## config.mk

```make
export PLATFORM = sky130hd
export DESIGN_NAME = rle_gradient_run_colorizer
export DESIGN_NICKNAME = d
export VERILOG_FILES = /design/src/hdl/rgc_pkg.sv /design/src/hdl/rgc_blend.sv /design/src/hdl/rgc_run_ctr.sv /design/src/hdl/rle_gradient_run_colorizer.sv
export SDC_FILE = /design/constraint.sdc
export NUM_CORES = 1
export LEC_CHECK = 0
export ABC_AREA = 1
export BUFFER_PORTS_ARGS = -buffer_cell sky130_fd_sc_hd__buf_2
export CAP_MARGIN = 5
export CORE_MARGIN = 10
export CORE_UTILIZATION = 35
export CTS_CLUSTER_DIAMETER = 100
export CTS_CLUSTER_SIZE = 20
export DETAILED_ROUTE_END_ITERATION = 8
export PLACE_DENSITY = 0.53
export REMOVE_ABC_BUFFERS = 1
export SKIP_CTS_REPAIR_TIMING = 1
export SYNTH_ARGS = -nofsm -noshare
export SYNTH_HDL_FRONTEND = slang
export SYNTH_SLANG_ARGS = --single-unit
```

## constraint.sdc

```tcl
create_clock -name clk_i -period 7.75 [get_ports clk_i]
set_input_delay 0 -clock clk_i [delete_from_list [all_inputs] [get_ports clk_i]]
set_output_delay 0 -clock clk_i [all_outputs]
set_load 0.03 [all_outputs]
```

## src/hdl/rgc_pkg.sv

```systemverilog
`timescale 1ns / 1ps
`default_nettype none

package rgc_pkg;

  // Blend weight that selects the foreground color outright
  localparam logic [7:0] GradFullScale = 8'd255;

  // Reciprocal of the full scale for the blend divide; exact for products below 2^14
  localparam int unsigned BlendShift = 22;
  localparam int unsigned BlendRecip =
      ((1 << BlendShift) + int'(GradFullScale) - 1) / int'(GradFullScale);

  localparam int unsigned PaddrWidth = 4;

  typedef enum logic [1:0] {
    REG_FG_COLOR     = 2'd0,
    REG_BG_COLOR     = 2'd1,
    REG_IMAGE_WIDTH  = 2'd2,
    REG_IMAGE_HEIGHT = 2'd3
  } cfg_reg_e;

  typedef struct packed {
    logic [7:0] run_length;
    logic [7:0] intensity;
  } in_item_t;

  typedef struct packed {
    logic [15:0] pixel_color;
    logic [7:0]  run_count;
    logic        last_run;
    logic        overrun;
  } out_item_t;

  typedef struct packed {
    logic [7:0] run_count;
    logic       last_run;
    logic       overrun;
  } run_info_t;

endpackage

`default_nettype wire

```

## src/hdl/rgc_blend.sv

```systemverilog
`timescale 1ns / 1ps
`default_nettype none

module rgc_blend import rgc_pkg::*; (
  input  logic [15:0] fg_color_i,
  input  logic [15:0] bg_color_i,
  input  logic [7:0]  intensity_i,
  output logic [15:0] pixel_color_o
);

  // bg + (fg - bg) * k / full scale, quotient truncated toward zero.
  // Divide by the full scale as a reciprocal multiply and shift.
  function automatic logic [5:0] blend_comp(logic [5:0] f, logic [5:0] b, logic [7:0] k);
    logic signed [6:0] diff;
    logic [6:0]        neg_diff;
    logic [5:0]        mag;
    logic [13:0]       prod;
    logic [36:0]       scaled;
    logic [5:0]        quo;
    diff     = signed'({1'b0, f}) - signed'({1'b0, b});
    neg_diff = 7'(-diff);
    mag      = diff[6] ? neg_diff[5:0] : diff[5:0];
    prod     = 14'(mag * k);
    scaled   = 37'(prod) * 37'(BlendRecip);
    quo      = 6'(scaled >> BlendShift);
    return diff[6] ? 6'(b - quo) : 6'(b + quo);
  endfunction

  logic [15:0] fg_rgb;
  logic [15:0] bg_rgb;
  logic [7:0]  weight;
  logic [5:0]  red;
  logic [5:0]  green;
  logic [5:0]  blue;
  logic [15:0] packed_rgb;

  assign fg_rgb = {fg_color_i[7:0], fg_color_i[15:8]};
  assign bg_rgb = {bg_color_i[7:0], bg_color_i[15:8]};
  assign weight = (intensity_i > GradFullScale) ? GradFullScale : intensity_i;

  assign red   = blend_comp({1'b0, fg_rgb[15:11]}, {1'b0, bg_rgb[15:11]}, weight);
  assign green = blend_comp(fg_rgb[10:5], bg_rgb[10:5], weight);
  assign blue  = blend_comp({1'b0, fg_rgb[4:0]}, {1'b0, bg_rgb[4:0]}, weight);

  assign packed_rgb    = {red[4:0], green, blue[4:0]};
  assign pixel_color_o = {packed_rgb[7:0], packed_rgb[15:8]};

endmodule

`default_nettype wire

```

## src/hdl/rgc_run_ctr.sv

```systemverilog
`timescale 1ns / 1ps
`default_nettype none

module rgc_run_ctr import rgc_pkg::*; (
  input  logic       clk_i,
  input  logic       rst_ni,
  input  logic [7:0] image_width_i,
  input  logic [7:0] image_height_i,
  input  logic       reload_i,
  input  logic       step_i,
  input  logic [7:0] run_length_i,
  output run_info_t  info_o
);

  logic [15:0] pixels_left_q;
  logic [15:0] pixels_left_d;
  logic [7:0]  width_eff;
  logic [7:0]  height_eff;
  logic [15:0] image_size;
  logic [15:0] left_after;
  logic [7:0]  count;
  logic        over;

  // Zero dimension counts as one
  assign width_eff  = (image_width_i == 8'd0) ? 8'd1 : image_width_i;
  assign height_eff = (image_height_i == 8'd0) ? 8'd1 : image_height_i;
  assign image_size = 16'(width_eff * height_eff);

  always_comb begin
    over  = 16'(run_length_i) > pixels_left_q;
    count = over ? pixels_left_q[7:0] : run_length_i;
  end

  assign left_after = pixels_left_q - 16'(count);

  always_comb begin
    pixels_left_d = pixels_left_q;
    priority if (reload_i) begin
      pixels_left_d = image_size;
    end else if (step_i) begin
      // Reload at end of image
      pixels_left_d = (left_after == 16'd0) ? image_size : left_after;
    end
  end

  always_ff @(posedge clk_i or negedge rst_ni) begin
    if (!rst_ni) begin
      pixels_left_q <= 16'd1;
    end else begin
      pixels_left_q <= pixels_left_d;
    end
  end

  assign info_o.run_count = count;
  assign info_o.last_run  = (left_after == 16'd0);
  assign info_o.overrun   = over;

endmodule

`default_nettype wire

```

## src/hdl/rle_gradient_run_colorizer.sv

```systemverilog
`timescale 1ns / 1ps
`default_nettype none

// Run-length gradient colorizer. Each request carries a run length and an
// intensity; the block blends the foreground and background colors (byte-swapped
// RGB565) by intensity / 255 per component, clamps the run to the pixels left in
// the width-by-height image and flags the run that ends the image or overruns it.
// One request is taken every cycle while the output is not stalled; each request
// passes an input register, then the blend and pixel count logic into the output
// register, where its result is presented. The pixel counter reloads when the image
// ends and in the cycle after a width or height write. Write registers only while
// no request is in flight.
module rle_gradient_run_colorizer import rgc_pkg::*; (
  input  logic                  clk_i,
  input  logic                  rst_ni,
  input  logic                  psel,
  input  logic                  penable,
  input  logic                  pwrite,
  input  logic [PaddrWidth-1:0] paddr,
  input  logic [31:0]           pwdata,
  output logic [31:0]           prdata,
  output logic                  pready,
  input  logic                  in_valid_i,
  output logic                  in_stall_o,
  input  in_item_t              in_item_i,
  output logic                  out_valid_o,
  input  logic                  out_stall_i,
  output out_item_t             out_item_o
);

  logic [15:0] fg_color_q;
  logic [15:0] bg_color_q;
  logic [7:0]  image_width_q;
  logic [7:0]  image_height_q;
  logic        reload_q;
  logic        reload_d;
  logic        cfg_write;
  cfg_reg_e    cfg_sel;

  logic        in_valid_q;
  in_item_t    in_item_q;
  logic        out_valid_q;
  out_item_t   out_item_q;
  out_item_t   out_item_d;
  logic        out_adv;
  logic        in_take;

  logic [15:0] pixel_color;
  run_info_t   run_info;

  assign pready    = 1'b1;
  assign cfg_write = psel && penable && pwrite;
  assign cfg_sel   = cfg_reg_e'(paddr[3:2]);
  assign reload_d  = cfg_write &&
                     (cfg_sel == REG_IMAGE_WIDTH || cfg_sel == REG_IMAGE_HEIGHT);

  always_ff @(posedge clk_i or negedge rst_ni) begin
    if (!rst_ni) begin
      fg_color_q     <= 16'd0;
      bg_color_q     <= 16'd0;
      image_width_q  <= 8'd1;
      image_height_q <= 8'd1;
      reload_q       <= 1'b0;
    end else begin
      reload_q <= reload_d;
      if (cfg_write) begin
        unique case (cfg_sel)
          REG_FG_COLOR:     fg_color_q     <= pwdata[15:0];
          REG_BG_COLOR:     bg_color_q     <= pwdata[15:0];
          REG_IMAGE_WIDTH:  image_width_q  <= pwdata[7:0];
          REG_IMAGE_HEIGHT: image_height_q <= pwdata[7:0];
        endcase
      end
    end
  end

  always_comb begin
    unique case (cfg_sel)
      REG_FG_COLOR:     prdata = {16'd0, fg_color_q};
      REG_BG_COLOR:     prdata = {16'd0, bg_color_q};
      REG_IMAGE_WIDTH:  prdata = {24'd0, image_width_q};
      REG_IMAGE_HEIGHT: prdata = {24'd0, image_height_q};
    endcase
  end

  // Advance the output register when a request is held and it is empty or being drained
  assign out_adv    = in_valid_q && (!out_valid_q || !out_stall_i);
  assign in_stall_o = in_valid_q && !out_adv;
  assign in_take    = in_valid_i && !in_stall_o;

  always_ff @(posedge clk_i or negedge rst_ni) begin
    if (!rst_ni) begin
      in_valid_q  <= 1'b0;
      out_valid_q <= 1'b0;
    end else begin
      if (in_take) begin
        in_valid_q <= 1'b1;
      end else if (out_adv) begin
        in_valid_q <= 1'b0;
      end
      if (out_adv) begin
        out_valid_q <= 1'b1;
      end else if (!out_stall_i) begin
        out_valid_q <= 1'b0;
      end
    end
  end

  always_ff @(posedge clk_i) begin
    if (in_take) begin
      in_item_q <= in_item_i;
    end
    if (out_adv) begin
      out_item_q <= out_item_d;
    end
  end

  rgc_blend u_blend (
    .fg_color_i    (fg_color_q),
    .bg_color_i    (bg_color_q),
    .intensity_i   (in_item_q.intensity),
    .pixel_color_o (pixel_color)
  );

  rgc_run_ctr u_run_ctr (
    .clk_i          (clk_i),
    .rst_ni         (rst_ni),
    .image_width_i  (image_width_q),
    .image_height_i (image_height_q),
    .reload_i       (reload_q),
    .step_i         (out_adv),
    .run_length_i   (in_item_q.run_length),
    .info_o         (run_info)
  );

  always_comb begin
    out_item_d.pixel_color = pixel_color;
    out_item_d.run_count   = run_info.run_count;
    out_item_d.last_run    = run_info.last_run;
    out_item_d.overrun     = run_info.overrun;
  end

  assign out_valid_o = out_valid_q;
  assign out_item_o  = out_item_q;

endmodule

`default_nettype wire

```

==> results.txt <==
GR Util All Layers -> 16.84%
DR pass1 iterations -> 5
layout cells sized above 1 -> 32.40%
max cap viols -> 0
DRC Markers -> 0
RSZ-0062 raised after global routing -> true
Starting Density -> 35.41%
clock latency on the worst-skew pair -> 390 ps
initial antenna violation count -> 2
DRT iter0 DRCs -> 742
IO buf count -> 84
WS Path Type -> flop to flop
most used cell, CP -> nand2_2
fin crit share -> 112.3%
Hold Fails Final Rpt -> 0
die height -> 240 µm
slowest stage delay, CP -> 520 ps
setup slack after layout -> -951.7 ps
largest net degree at the start of global routing -> 64
antenna diode count -> 0
Netlist Area Pre-Place -> 0.01694 mm²
post-synth cell types -> 51
fin nets -> 3208
Sum Neg Setup Slack -> -6510 ps
sequential share of the synthesized area -> 17.36%
Post-Syn Instances -> 2287
site row count -> 80
number of vias in the routed layout -> 15973
Worst-Margin Slew -> 1197 ps
clock buffer count from CTS -> 9
vias per std cell -> 4.778
Final min period -> 8702 ps
area share of the largest cell type after synthesis -> 22.53%
Startpoint Class -> flop
cell taking the most area after synthesis -> ha_1
final WL -> 50830 µm
H-tree depth -> 3
Die Wd -> 240 µm
Boundary Pins -> 120
RePlAce Congestion -> 0.8867
hold crit path type -> input port to flop
filler instances -> 4637
syn avg cell area -> 7.407 µm²
design area -> 0.02338 mm²
status -> complete, but fails checks
final clock skew -> 15.17 ps
die area -> 0.05760 mm²
dpl cell area -> 0.02024 mm²
Max Fanout on Critical Path -> 5
Longest Clk Path Bufs -> 2
Seq cells post-synth -> 109
Slew Limit Fails -> 0
CTS Root Cell -> clkbuf_16
number of routed nets with antenna violations -> 0
routed len/inst -> 15.20 µm
Area growth syn-to-layout -> 38.03%
critical path capture point type -> flop
CTS tree -> built
Synth Warn # -> 0
Core Util, Final -> 48.87%
Max Freq -> 114.9 MHz
WP data required -> 7890 ps
slowest CP cell -> fa_1
pre-CTS setup slack -> -1521 ps
clk sink count -> 109
gr ovfl total -> 0
number of global-route vias before repair -> 15755
global-route wire length before repair -> 78590 µm
synth top area cells -> ha_1, fa_1, nand2_1, inv_1, dfrtp_1
Slew HR -> 19.88%
area of the core -> 0.04785 mm²
Final Setup Violations -> 13
Worst EP arrival -> 8840 ps
post-DP HPWL -> 40220 µm
CTS clk-pin slew, worst paths -> 80 ps
failing checks -> negative setup slack
==> layout make-up <==
class / count / area [µm²] / area share [%]
Sequential cell: 109 / 2942 / 12.58
Inverter: 451 / 1723 / 7.368
Multi-Input combinational cell: 1688 / 14230 / 60.85
Tap cell: 615 / 769.5 / 3.291
Timing Repair Buffer: 464 / 3426 / 14.65
Clock inverter: 5 / 41.29 / 0.1766
Clock buffer: 11 / 252.7 / 1.081
==> registers in the layout, indices dropped and copies added, names as in the netlist <==
register                 flops
u_run_ctr.pixels_left_q     16
fg_color_q                  16
out_item_o                  26
reload_q                     1
image_height_q               8
in_item_q                   16
in_valid_q                   1
bg_color_q                  16
out_valid_o                  1
image_width_q                8
==> cell usage in the layout, fill, tap and decap left out, drive strengths merged, types with 14 or more instances in the layout <==
cell	instances
nand2	589
inv	446
buf	431
ha	305
nor2	210
fa	121
nand3	115
o21ai	88
a21oi	77
dfrtp	64
edfxtp	42
xor2	42
dlygate4sd3	33
nand4	20
nand3b	17
conb	17
xnor2	16
nor3	16
or2	14
==> worst paths after layout <==
check	startpoint	endpoint	slack (ps)	cells past startpoint
max	fg_color_q[13]	out_item_o[12]	-950	55
min	pwdata[0]	image_height_q[0]	2	3
max reg2reg	fg_color_q[13]	out_item_o[12]	-950	55
min reg2reg	u_run_ctr.pixels_left_q[0]	u_run_ctr.pixels_left_q[0]	490	2
max in group asynchronous	rst_ni	image_width_q[2]	6790	3
min in group asynchronous	rst_ni	u_run_ctr.pixels_left_q[12]	340	3
==> Yosys cell counts (all sizes together) <==
library cell / instances
nand2: 589
inv: 443
ha: 305
nor2: 210
fa: 121
nand3: 115
o21ai: 88
a21oi: 77
dfrtp: 64
edfxtp: 42
xor2: 42
clkbuf: 33
buf: 21
nand4: 20
nand3b: 17
nor3: 16
xnor2: 16
or2: 14
o21bai: 9
clkinv: 8
nor4: 7
o2111ai: 7
a21o: 5
dfstp: 3
o22ai: 3
a211oi: 2
a31oi: 2
conb: 2
o21a: 2
a221oi: 1
and2: 1
o211ai: 1
o41ai: 1
==> per-layer routing <==
metal	vias up	GRT usage (%)	share of wire [%]	routed length, µm
met1	7608	23.23	48	24350
met4	0	3.719	1.7	856
li1	8033	-	-	-
met5	-	0	0	0
met2	276	27.76	47	23880
met3	56	1.866	3.4	1744
==> kinds of logic after synthesis <==
| kind of cell | count (synthesis) | share of synthesized area (%) |
|---|---|---|
| other | 2 | 0.04433 |
| AOI/OAI and AO/OA | 198 | 6.633 |
| buffers and inverters | 505 | 11.65 |
| xor gates and xnor gates | 58 | 3.132 |
| adders and majority gates | 426 | 36.83 |
| and+or+nand+nor | 989 | 24.35 |
| DFF | 109 | 17.36 |
==> critical path, delay by kind of cell (launching register included) <==
family                   cells  cell delay [ps]
buffers and inverters        8              500
XOR/XNOR                     2              370
AO/OA/AOI/OAI                7             1050
adder cells (fa/ha/maj)     12             3620
AND/OR/NAND/NOR             26             2450
flip-flops                   1              390
==> per-stage QoR <==
step | hold WS [ps] | cells
after floorplan | -295.6 | 2248
after global placement | -195.5 | 3256
after detailed placement | -194.0 | 3256
after CTS | -622.2 | 3272
after global routing | 9.208 | 3343
final | 1.532 | 3343
Power is not shown: default switching activity piles up to over one toggle a cycle in this logic, so the estimate is an artifact.
